$ cat config.mk
export PLATFORM = sky130hd
export DESIGN_NAME = short_name_formatter_top
export DESIGN_NICKNAME = d
export VERILOG_FILES = /design/src/hdl/sfmt_pkg.sv /design/src/hdl/short_name_formatter_top.sv /design/src/hdl/sfmt_chk.sv /design/src/hdl/sfmt_buf.sv /design/src/hdl/sfmt_seq.sv
export SDC_FILE = /design/constraint.sdc
export NUM_CORES = 1
export LEC_CHECK = 0
export ABC_AREA = 1
export BUFFER_PORTS_ARGS = -buffer_cell sky130_fd_sc_hd__buf_2
export CAP_MARGIN = 10
export CORE_AREA = 2 2 109 111
export CTS_CLUSTER_SIZE = 16
export DETAILED_ROUTE_END_ITERATION = 6
export DIE_AREA = 0 0 111 113
export GPL_TIMING_DRIVEN = 0
export PLACE_DENSITY = 0.66
export SLEW_MARGIN = 20
export SYNTH_ARGS = -nofsm -noshare
export SYNTH_HDL_FRONTEND = slang
export SYNTH_SLANG_ARGS = --single-unit
export TNS_END_PERCENT = 20
$ cat constraint.sdc
create_clock -name clk -period 3.8 [get_ports clk]
set_clock_uncertainty 0.05 [all_clocks]
set_input_delay 0 -clock clk [delete_from_list [all_inputs] [get_ports clk]]
set_output_delay 0 -clock clk [all_outputs]
set_load 0.02 [all_outputs]
$ cat src/hdl/sfmt_pkg.sv
// Shared types and constants for the 8.3 short-name formatter.
`timescale 1ns / 1ps
`default_nettype none
package sfmt_pkg;

  localparam int FMT_LEN  = 11;
  localparam int BASE_LEN = 8;
  localparam int EXT_LEN  = 3;
  localparam int IDX_W    = 4;

  localparam logic [7:0] CH_SPACE  = 8'h20;
  localparam logic [7:0] CH_DOT    = 8'h2E;
  localparam logic [7:0] CH_COLON  = 8'h3A;
  localparam logic [7:0] CH_BSLASH = 8'h5C;
  localparam logic [7:0] CH_LOW_A  = 8'h61;
  localparam logic [7:0] CH_LOW_Z  = 8'h7A;
  localparam logic [7:0] CH_CASE   = 8'h20;
  localparam logic [7:0] DEL_MARK  = 8'hE5;

  typedef struct packed {
    logic [7:0] name_char;
    logic       last_char;
  } in_item_t;

  typedef struct packed {
    logic [7:0] out_char;
    logic       status;
    logic       last_out;
  } out_item_t;

  typedef struct packed {
    logic       bad;
    logic       dot;
    logic       del;
    logic [7:0] up;
  } chk_t;

  typedef struct packed {
    logic             en;
    logic [IDX_W-1:0] addr;
    logic [7:0]       data;
  } buf_wr_t;

  typedef enum logic [1:0] {
    PH_BASE,
    PH_SKIP,
    PH_EXT
  } phase_t;

  typedef enum logic {
    ST_COLLECT,
    ST_DRAIN
  } state_t;

endpackage
`default_nettype wire

$ cat src/hdl/short_name_formatter_top.sv
// Top level of the 8.3 short-name formatter.
// Takes a file name one byte per cycle on the in_ channel, with last_char set on
// the final byte. Each byte is checked and upper-cased by a single check unit, and
// bytes kept for the name are stored through a single buffer write port. After the
// final byte the block stops taking input and drains the result through the
// buffer's one read port: eleven items for a valid name (8 base bytes, 3 extension
// bytes, space padded, last_out on the eleventh) or one item with status 1 and
// out_char 0 for an invalid name. State is cleared after every name; no setup is
// needed after reset.
`timescale 1ns / 1ps
`default_nettype none
module short_name_formatter_top
  import sfmt_pkg::*;
(
  input  wire logic      clk,
  input  wire logic      rst_n,
  input  wire logic      in_valid,
  output logic           in_ready,
  input  wire in_item_t  in_data,
  output logic           out_valid,
  input  wire logic      out_ready,
  output out_item_t      out_data
);

  chk_t             chk;
  buf_wr_t          wr;
  logic             clr;
  logic [IDX_W-1:0] rd_addr;
  logic [7:0]       rd_data;

  sfmt_chk u_chk (
    .ch  (in_data.name_char),
    .res (chk)
  );

  sfmt_buf u_buf (
    .clk     (clk),
    .rst_n   (rst_n),
    .wr      (wr),
    .clr     (clr),
    .rd_addr (rd_addr),
    .rd_data (rd_data)
  );

  sfmt_seq u_seq (
    .clk       (clk),
    .rst_n     (rst_n),
    .in_valid  (in_valid),
    .in_ready  (in_ready),
    .in_data   (in_data),
    .out_valid (out_valid),
    .out_ready (out_ready),
    .out_data  (out_data),
    .chk       (chk),
    .wr        (wr),
    .clr       (clr),
    .rd_addr   (rd_addr),
    .rd_data   (rd_data)
  );

`ifndef SYNTHESIS
  a_no_overlap: assert property (@(posedge clk) disable iff (!rst_n)
    !(in_ready && out_valid))
    else $error("input taken while a result is pending");

  a_err_single: assert property (@(posedge clk) disable iff (!rst_n)
    (out_valid && out_data.status) |-> (out_data.last_out && (out_data.out_char == 8'h00)))
    else $error("error result not a single zero item");

  a_last_in_drain: assert property (@(posedge clk) disable iff (!rst_n)
    (in_valid && in_ready && in_data.last_char) |=> out_valid)
    else $error("final byte did not start a drain");

  a_back_to_input: assert property (@(posedge clk) disable iff (!rst_n)
    (out_valid && out_ready && out_data.last_out) |=> (in_ready && !out_valid))
    else $error("block did not return to input after the final result");
`endif

endmodule
`default_nettype wire

$ cat src/hdl/sfmt_chk.sv
// Character check and upper-case unit shared by base and extension bytes.
`timescale 1ns / 1ps
`default_nettype none
module sfmt_chk
  import sfmt_pkg::*;
(
  input  wire logic [7:0] ch,
  output chk_t            res
);

  always_comb begin
    res.bad = (ch <= CH_SPACE) || (ch == CH_COLON) || (ch == CH_BSLASH);
    res.dot = (ch == CH_DOT);
    res.del = (ch == DEL_MARK);
    if ((ch >= CH_LOW_A) && (ch <= CH_LOW_Z)) begin
      res.up = ch - CH_CASE;
    end else begin
      res.up = ch;
    end
  end

endmodule
`default_nettype wire

$ cat src/hdl/sfmt_buf.sv
// Eleven-byte name buffer with per-entry valid bits; empty entries read as space.
`timescale 1ns / 1ps
`default_nettype none
module sfmt_buf
  import sfmt_pkg::*;
(
  input  wire logic             clk,
  input  wire logic             rst_n,
  input  wire buf_wr_t          wr,
  input  wire logic             clr,
  input  wire logic [IDX_W-1:0] rd_addr,
  output logic      [7:0]       rd_data
);

  logic [7:0]         data_r [FMT_LEN];
  logic [FMT_LEN-1:0] vld_r;

  always_ff @(posedge clk) begin
    if (wr.en) begin
      data_r[wr.addr] <= wr.data;
    end
  end

  always_ff @(posedge clk) begin
    if (!rst_n || clr) begin
      vld_r <= '0;
    end else if (wr.en) begin
      vld_r[wr.addr] <= 1'b1;
    end
  end

  always_comb begin
    rd_data = vld_r[rd_addr] ? data_r[rd_addr] : CH_SPACE;
  end

endmodule
`default_nettype wire

$ cat src/hdl/sfmt_seq.sv
// Sequencer: per-byte name parsing and the drain of the formatted name.
`timescale 1ns / 1ps
`default_nettype none
module sfmt_seq
  import sfmt_pkg::*;
(
  input  wire logic             clk,
  input  wire logic             rst_n,
  input  wire logic             in_valid,
  output logic                  in_ready,
  input  wire in_item_t         in_data,
  output logic                  out_valid,
  input  wire logic             out_ready,
  output out_item_t             out_data,
  input  wire chk_t             chk,
  output buf_wr_t               wr,
  output logic                  clr,
  output logic      [IDX_W-1:0] rd_addr,
  input  wire logic [7:0]       rd_data
);

  localparam logic [IDX_W-1:0] LAST_IDX = IDX_W'(FMT_LEN - 1);
  localparam logic [IDX_W-1:0] BASE_END = IDX_W'(BASE_LEN);
  localparam logic [1:0]       EXT_END  = 2'(EXT_LEN);

  state_t           state_r, state_nxt;
  phase_t           phase_r, phase_nxt;
  logic [IDX_W-1:0] base_r, base_nxt;
  logic [1:0]       ext_r, ext_nxt;
  logic [1:0]       seen_r, seen_nxt;
  logic             lead_r, lead_nxt;
  logic             dbl_r, dbl_nxt;
  logic             err_r, err_nxt;
  logic [IDX_W-1:0] idx_r, idx_nxt;
  logic             fin_err;
  logic             in_acc;
  logic             out_acc;

  always_ff @(posedge clk) begin
    if (!rst_n) begin
      state_r <= ST_COLLECT;
      phase_r <= PH_BASE;
      base_r  <= '0;
      ext_r   <= '0;
      seen_r  <= '0;
      lead_r  <= 1'b0;
      dbl_r   <= 1'b0;
      err_r   <= 1'b0;
      idx_r   <= '0;
    end else begin
      state_r <= state_nxt;
      phase_r <= phase_nxt;
      base_r  <= base_nxt;
      ext_r   <= ext_nxt;
      seen_r  <= seen_nxt;
      lead_r  <= lead_nxt;
      dbl_r   <= dbl_nxt;
      err_r   <= err_nxt;
      idx_r   <= idx_nxt;
    end
  end

  always_comb begin
    in_ready  = (state_r == ST_COLLECT);
    out_valid = (state_r == ST_DRAIN);
    in_acc    = in_valid && in_ready;
    out_acc   = out_valid && out_ready;
    rd_addr   = idx_r;
    clr       = 1'b0;

    state_nxt = state_r;
    phase_nxt = phase_r;
    base_nxt  = base_r;
    ext_nxt   = ext_r;
    seen_nxt  = seen_r;
    lead_nxt  = lead_r;
    dbl_nxt   = dbl_r;
    err_nxt   = err_r;
    idx_nxt   = idx_r;
    fin_err   = 1'b0;

    wr.en   = 1'b0;
    wr.addr = base_r;
    wr.data = chk.up;

    out_data.status   = err_r;
    out_data.last_out = err_r || (idx_r == LAST_IDX);
    if (err_r) begin
      out_data.out_char = '0;
    end else if (lead_r && (idx_r == '0)) begin
      out_data.out_char = CH_DOT;
    end else if (lead_r && dbl_r && (idx_r == IDX_W'(1))) begin
      out_data.out_char = CH_DOT;
    end else begin
      out_data.out_char = rd_data;
    end

    unique case (state_r)
      ST_COLLECT: begin
        if (in_acc) begin
          if (!err_r) begin
            if (seen_r == '0) begin
              if (chk.del) begin
                err_nxt = 1'b1;
              end else if (chk.dot) begin
                lead_nxt = 1'b1;
              end else if (chk.bad) begin
                err_nxt = 1'b1;
              end else begin
                wr.en    = 1'b1;
                base_nxt = base_r + IDX_W'(1);
              end
            end else if (lead_r) begin
              if ((seen_r == 2'd1) && chk.dot) begin
                dbl_nxt = 1'b1;
              end else begin
                err_nxt = 1'b1;
              end
            end else begin
              unique case (phase_r)
                PH_BASE: begin
                  if (chk.bad) begin
                    err_nxt = 1'b1;
                  end else if (chk.dot) begin
                    phase_nxt = PH_EXT;
                  end else if (base_r < BASE_END) begin
                    wr.en    = 1'b1;
                    base_nxt = base_r + IDX_W'(1);
                    if (base_nxt >= BASE_END) begin
                      phase_nxt = PH_SKIP;
                    end
                  end
                end
                PH_SKIP: begin
                  if (chk.dot) begin
                    phase_nxt = PH_EXT;
                  end
                end
                PH_EXT: begin
                  if (ext_r < EXT_END) begin
                    if (chk.bad || chk.dot) begin
                      err_nxt = 1'b1;
                    end else begin
                      wr.en   = 1'b1;
                      wr.addr = BASE_END + {{(IDX_W-2){1'b0}}, ext_r};
                      ext_nxt = ext_r + 2'd1;
                    end
                  end
                end
                default: begin
                  err_nxt = err_r;
                end
              endcase
            end
          end
          if (seen_r != 2'd3) begin
            seen_nxt = seen_r + 2'd1;
          end
          if (in_data.last_char) begin
            fin_err   = err_nxt || (!lead_nxt && (base_nxt == '0));
            err_nxt   = fin_err;
            state_nxt = ST_DRAIN;
            idx_nxt   = '0;
            phase_nxt = PH_BASE;
            base_nxt  = '0;
            ext_nxt   = '0;
            seen_nxt  = '0;
          end
        end
      end
      ST_DRAIN: begin
        if (out_acc) begin
          if (out_data.last_out) begin
            clr       = 1'b1;
            state_nxt = ST_COLLECT;
            lead_nxt  = 1'b0;
            dbl_nxt   = 1'b0;
            err_nxt   = 1'b0;
            idx_nxt   = '0;
          end else begin
            idx_nxt = idx_r + IDX_W'(1);
          end
        end
      end
      default: begin
        state_nxt = ST_COLLECT;
      end
    endcase
  end

endmodule
`default_nettype wire

==> results of run 1 <==
[tightest hold or removal path: cells and delay by family]
family / cells / cell delay, ns
AOI/OAI and AO/OA: 1 / 0.06
buffers and inverters: 1 / 0.07
and+or+nand+nor: 2 / 0.33
[routing by layer]
metal,up-vias,share of wire
li1,2117,-
met1,2032,0.45
met2,112,0.49
met3,28,0.036
met4,0,0.023
met5,-,0
[state kept, by name, summed over array words and instances, names as in the netlist, named ones only]
| name | flops |
|---|---|
| u_buf.data_r | 88 |
| u_buf.vld_r | 11 |
| u_seq.base_r | 4 |
| u_seq.dbl_r | 1 |
| u_seq.err_r | 1 |
| u_seq.ext_r | 2 |
| u_seq.lead_r | 1 |
| u_seq.out_valid | 1 |
| u_seq.phase_r | 2 |
| u_seq.rd_addr | 4 |
| u_seq.seen_r | 2 |
[kinds of logic (layout without fill, tap and decap cells)]
| group | count (synthesis) | after routing |
|---|---|---|
| buf+inv | 80 | 144 |
| compound gates | 122 | 122 |
| flops | 121 | 121 |
| fa+ha+maj | 12 | 12 |
| simple gates | 247 | 247 |
| xor+xnor | 2 | 2 |
[path summary, 6_finish.rpt]
check	startpoint	end	slack (ns)	cells after the start
setup / recovery	u_seq.seen_r[0]$_SDFFE_PN0P_	u_buf.data_r[4][2]$_DFFE_PP_	0.76	7
hold / removal	in_valid	u_seq.base_r[0]$_SDFFE_PN0P_	0.06	4
setup reg to reg	u_seq.seen_r[0]$_SDFFE_PN0P_	u_buf.data_r[4][2]$_DFFE_PP_	0.76	7
hold reg to reg	u_seq.dbl_r$_SDFFE_PN0P_	u_seq.dbl_r$_SDFFE_PN0P_	0.40	2
[power by group]
part / internal [mW] / switching, mW
Sequential: 1.44 / 0.0123
Combinational: 0.0902 / 0.210
Clock: 1.08 / 0.540
[stage by stage]
step / hold slack, ns / power (mW) / worst slack [ns] / instance area, um^2 / cells
2_1_floorplan: 0.04887 / 1.675 / 1.344 / 5544 / 584
3_3_place_gp: 0.2063 / 1.768 / 0.8019 / 5843 / 751
3_5_place_dp: 0.2236 / 1.775 / 0.7843 / 5843 / 751
4_1_cts: 0.05134 / 3.386 / 0.7671 / 6523 / 791
5_1_grt: 0.1108 / 3.475 / 0.5395 / 6523 / 791
6_report: 0.06038 / 3.372 / 0.7564 / 6523 / 791
[cells in the final DEF (no fill, tap or decap), types with 3 or more instances in the layout]
master	instances
nand2_1	95
nor2_1	94
edfxtp_1	88
o21ai_0	55
inv_1	48
dfxtp_1	33
a21oi_1	29
buf_2	27
nand3_1	25
clkbuf_1	19
clkbuf_16	17
ha_1	12
o22ai_1	10
dlygate4sd3_1	9
inv_2	8
nand4_1	8
clkinv_1	7
o211ai_1	7
nor2_2	7
o221ai_1	6
nor3_1	6
nand2_2	5
a31oi_1	4
bufinv_16	4
a221oi_1	3
clkinv_2	3
[cell type report]
class                           count  area, um^2  share of cell area
Clock buffer                       19       432.9             0.06637
Inverter                           59       222.7             0.03415
Buffer                             21       86.33             0.01324
Clock inverter                     12       156.4             0.02398
Tap cell                          143       178.9             0.02743
Multi-Input combinational cell    383        1932              0.2962
Sequential cell                   121        3303              0.5064
Timing Repair Buffer               33       210.2             0.03223
[what timing repair did]
item / in CTS / in global routing
hold endpoints to repair: 72 / 0
gates resized for setup: 0 / 0
hold buffers: 9 / 0
==> key figures, run 1 <==
Outcome
  • Outcome: finished, final reports clean

Critical path
  • Crit-path cells: inv_1 -> ha_1 -> nor4_2 -> nand4_4 -> o21ai_2 -> nand2_1 -> nor2_1
  • Setup crit start kind: register
  • Critical path data required time: 3.78 ns
  • Crit path kind: reg -> reg
  • CP top delay family: simple AND/OR/NAND/NOR gates
  • Worst Path Buf+Inv: 1
  • Max FO, Critical Path: 9
  • CP max stage cell: nor2_1
  • CP endpoint kind: register
  • CP Data Arrival Time: 3.02 ns
  • Slowest stage delay, CP: 0.84 ns

Final layout
  • Layout cells sized above 1: 0.1235
  • Nets: 661
  • Fill cell count: 936
  • Layout Utilization: 0.5786
  • Synth-to-Final Area Change: 17.65%
  • Ant diodes: 0

Yosys
  • Mux contribution to synthesized area: 0
  • Largest family of logic cells by synthesized area: simple AND/OR/NAND/NOR gates
  • Ys Warns: 0
  • Synthesized area per cell: 9.493 um^2
  • Leading area contributor after synthesis: edfxtp_1
  • Synthesis-stage register bit count: 121
  • Post-synth ARST share: 0
  • Adder-cell share of the synthesized area: 0.02708
  • Prevailing post-synth register cell: edfxtp_1
  • Seq/Total Area, Yosys: 0.5958
  • Compound-Gate Fraction of Synth Area: 0.1259
  • Post-synth top area share: 0.4766
  • Post-synthesis simple-gate area fraction: 0.1923
  • Post-Syn Area: 5544 um^2
  • Most frequent cell after synthesis: nand2_1
  • Cell variety after synth: 35
  • Post-Synth XOR/XNOR Area: 0.003160
  • Syn nets: 609
  • Most frequent cells after synthesis: nand2_1, nor2_1, edfxtp_1
  • Cells after synthesis: 584
  • Ranking of synthesized cells by area: edfxtp_1, dfxtp_1, nand2_1, nor2_1, o21ai_0
  • EDFF count, synth: 88

Power and ir drop
  • Power Density: 516.9 nW/um^2
  • Lkg Pwr: 2.503 nW
  • Peak VDD IR: 353.5 uV

STA
  • Slew margin rel.: 0.2837
  • Final period utilization: 0.8009
  • Slew Limit Fails: 0
  • Final hold vios: 0
  • Number of setup violations in the final report: 0
  • Maximum clock frequency: 328.6 MHz
  • RSZ-0062 raised after global routing: false
  • Setup TNS: 0 ns
  • Slew at the pin closest to its max-slew limit: 1.071 ns
  • Tmin final: 3.044 ns

Min path
  • HP Class: in -> reg

Clock tree
  • Clock Sinks: 121
  • TritonCTS Buffers: 17
  • TritonCTS clock tree: yes
  • Maximum buffer depth of the clock tree: 2
  • Latest clock arrival within the worst-skew pair: 0.41 ns
  • Clock Pin Slew Worst Setup and Hold Paths: 0.05 ns
  • Setup bufs post-CTS: 0
  • CTS root buffer: clkbuf_16
  • H-Tree Depth: 4

Die
  • Starting Density: 0.4918
  • Row cnt: 39
  • Die X-Extent: 111 um
  • Ports: 25
  • Die Ht: 113 um
  • Core area: 11270 um^2
  • Die Area: 12540 um^2

Drt
  • DR vias/cell: 5.422
  • Vias: 4289
  • Number of remaining DRC errors: 0
  • Drt wl/cell: 16.03 um
  • Total wire length: 12.68 mm
  • DRT iter0 DRCs: 322
  • TritonRoute pass-1 iters: 5
  • DRT antenna net count: 0

Global routing
  • Largest net degree at the start of global routing: 18
  • Total GRT Usage: 0.2137
  • Global-route wire length before repair: 20.87 mm
  • Vias in the first global route: 4237
  • Met2 Use GR: 0.3611
  • Global route hottest layer: met2
  • Met3 Use GR: 0.03964
  • Met1 global-route usage: 0.2676
  • Antenna violations before repair: 0
  • Overflow after GRT: 0

Placement
  • Hpwl dp: 8.750 mm
  • Gpl congestion: 0.8624
  • Port Buffers: 24

Run
  • Max-cap violations: 0
(Power assumes the default switching activity.)
==> run 2: changes to the inputs <==
- PLACE_DENSITY: 0.66 -> 0.68
- clock period: 3.8 -> 2.52 ns (I/O delays scaled with it)
==> key figures, run 2 (same netlist as run 1, synthesis figures left out) <==
Outcome
  • Outcome: finished, final reports clean

STA
  • Setup TNS: 0 ns
  • Tmin final: 2.467 ns
  • Final hold vios: 0
  • Slew at the pin closest to its max-slew limit: 0.8560 ns
  • Slew Limit Fails: 0
  • Slew margin rel.: 0.4255
  • Number of setup violations in the final report: 0
  • Maximum clock frequency: 405.4 MHz
  • Worst hold margin: 0.07640 ns
  • Final period utilization: 0.9789
  • RSZ-0062 raised after global routing: true

Power and ir drop
  • Combinational Power Share: 0.099
  • Lkg Pwr: 2.676 nW
  • Power Density: 751.6 nW/um^2
  • Switching pwr: 1.319 mW
  • Clock share of power: 0.482
  • Peak VDD IR: 453.1 uV
  • Total Power: 5.233 mW
  • Net Sw Frac: 0.2520
  • Sequential power share: 0.419
  • Pint: 3.914 mW

Clock tree
  • TritonCTS clock tree: yes
  • Clock Pin Slew Worst Setup and Hold Paths: 0.06 ns
  • H-Tree Depth: 4
  • Clock Sinks: 121
  • Maximum buffer depth of the clock tree: 2
  • Latest clock arrival within the worst-skew pair: 0.41 ns
  • TritonCTS Buffers: 17
  • CTS root buffer: clkbuf_16

Global routing
  • Global route hottest layer: met2
  • Antenna violations before repair: 0
  • Global-route wire length before repair: 22.33 mm
  • Met1 global-route usage: 0.2718
  • Overflow after GRT: 0
  • Met2 Use GR: 0.4061
  • Met3 Use GR: 0.04446
  • Largest net degree at the start of global routing: 18
  • Total GRT Usage: 0.2280
  • Vias in the first global route: 4547

Critical path
  • CP Data Arrival Time: 2.54 ns
  • Setup crit start kind: primary input
  • Crit path kind: in -> reg
  • Max FO, Critical Path: 14
  • Critical path data required time: 2.59 ns
  • CP endpoint kind: register

Drt
  • DRT antenna net count: 0
  • Drt wl/cell: 17.60 um
  • DRT iter0 DRCs: 379
  • Vias: 4515
  • Number of remaining DRC errors: 0
  • Total wire length: 14.27 mm
  • DR vias/cell: 5.567
  • TritonRoute pass-1 iters: 5

Die
  • Row cnt: 39
  • Ports: 25
  • Die Area: 12540 um^2
  • Core area: 11270 um^2
  • Starting Density: 0.4918
  • Die X-Extent: 111 um
  • Die Ht: 113 um

Min path
  • HP Class: in -> reg

Placement
  • Port Buffers: 24
  • Hpwl dp: 8.965 mm
  • Gpl congestion: 0.8805

Final layout
  • Top Registers: u_buf.data_r: 88 flops, u_buf.vld_r: 11 flops
  • Biggest register: u_buf.data_r
  • Nets: 680
  • Max FFs per register: 88
  • Fill cell count: 895
  • Commonest non-fill, non-tap cell in the layout: nand2_1
  • Layout cells sized above 1: 0.1931
  • Synth-to-Final Area Change: 25.57%
  • Ant diodes: 0
  • Commonest non-fill, non-tap cells in the layout: nand2_1, nor2_1, edfxtp_1

Run
  • Max-cap violations: 0
-- run 2: what timing repair did --
| action | 4_1_cts | 5_1_grt |
|---|---|---|
| pin swaps | 11 | 11 |
| setup endpoints to repair | 104 | 106 |
| gates resized for setup | 21 | 29 |
| gates cloned | 0 | 0 |
| buffers inserted | 8 | 11 |
| hold endpoints to repair | 72 | 0 |
| hold buffers | 9 | 0 |
-- run 2: path summary, 6_finish.rpt --
check / startpoint / end / slack (ns) / cells past startpoint
hold reg to reg: u_buf.vld_r[5]$_SDFFE_PP0N_ / u_buf.vld_r[5]$_SDFFE_PP0N_ / 0.41 / 2
hold / removal: in_valid / u_seq.base_r[0]$_SDFFE_PN0P_ / 0.08 / 4
setup / recovery: in_data[2] / u_buf.data_r[2][5]$_DFFE_PP_ / 0.05 / 17
setup reg to reg: u_seq.seen_r[1]$_SDFFE_PN0P_ / u_buf.data_r[2][5]$_DFFE_PP_ / 0.07 / 10
-- run 2: final cells by class --
cell class / count / area (um^2) / area share
multi-input combinational: 383 / 2041 / 0.2931
clock buffer: 17 / 425.4 / 0.06111
inverter: 59 / 224.0 / 0.03217
tap: 143 / 178.9 / 0.02570
clock inverter: 15 / 190.2 / 0.02732
timing repair buffer: 52 / 498.0 / 0.07153
buffer: 21 / 100.1 / 0.01438
sequential: 121 / 3304 / 0.4747
-- run 2: power groups by stage --
stage | clock (mW) | combinational, mW | sequential (mW)
final | 2.52 | 0.517 | 2.19
after global placement | 0 | 0.431 | 2.23
after floorplan | 0 | 0.296 | 2.23
after global routing | 2.64 | 0.570 | 2.19
after detailed placement | 0 | 0.443 | 2.23
after CTS | 2.52 | 0.490 | 2.19
-- run 2: layer usage --
| metal | routed length (um) | up-vias |
|---|---|---|
| met3 | 634 | 41 |
| li1 | - | 2164 |
| met1 | 5839 | 2158 |
| met5 | 0 | - |
| met4 | 432 | 0 |
| met2 | 7367 | 152 |
-- run 2: worst max-delay path, cell delays in order --
cell           delay [ns]
dlygate4sd3_1        0.55
buf_4                0.20
inv_2                0.06
nand2_1              0.07
nor2_1               0.07
nand2_2              0.07
nand2_2              0.06
nor2_4               0.20
nand2_2              0.07
clkinv_2             0.08
nand3_1              0.07
nand3_1              0.11
nand3_1              0.15
nor3_1               0.24
inv_2                0.18
nor2_4               0.19
buf_12               0.16
-- run 2: per-stage QoR --
stage / setup slack, ns / area (um^2) / cells / util
floorplan: 0.06381 / 5544 / 584 / -
global placement: -0.4664 / 5843 / 751 / 0.5184
detailed placement: -0.5573 / 5843 / 751 / 0.5184
CTS: 0.01632 / 6753 / 800 / 0.5991
global route: -0.1002 / 6962 / 811 / 0.6176
finish: 0.05320 / 6962 / 811 / 0.6176
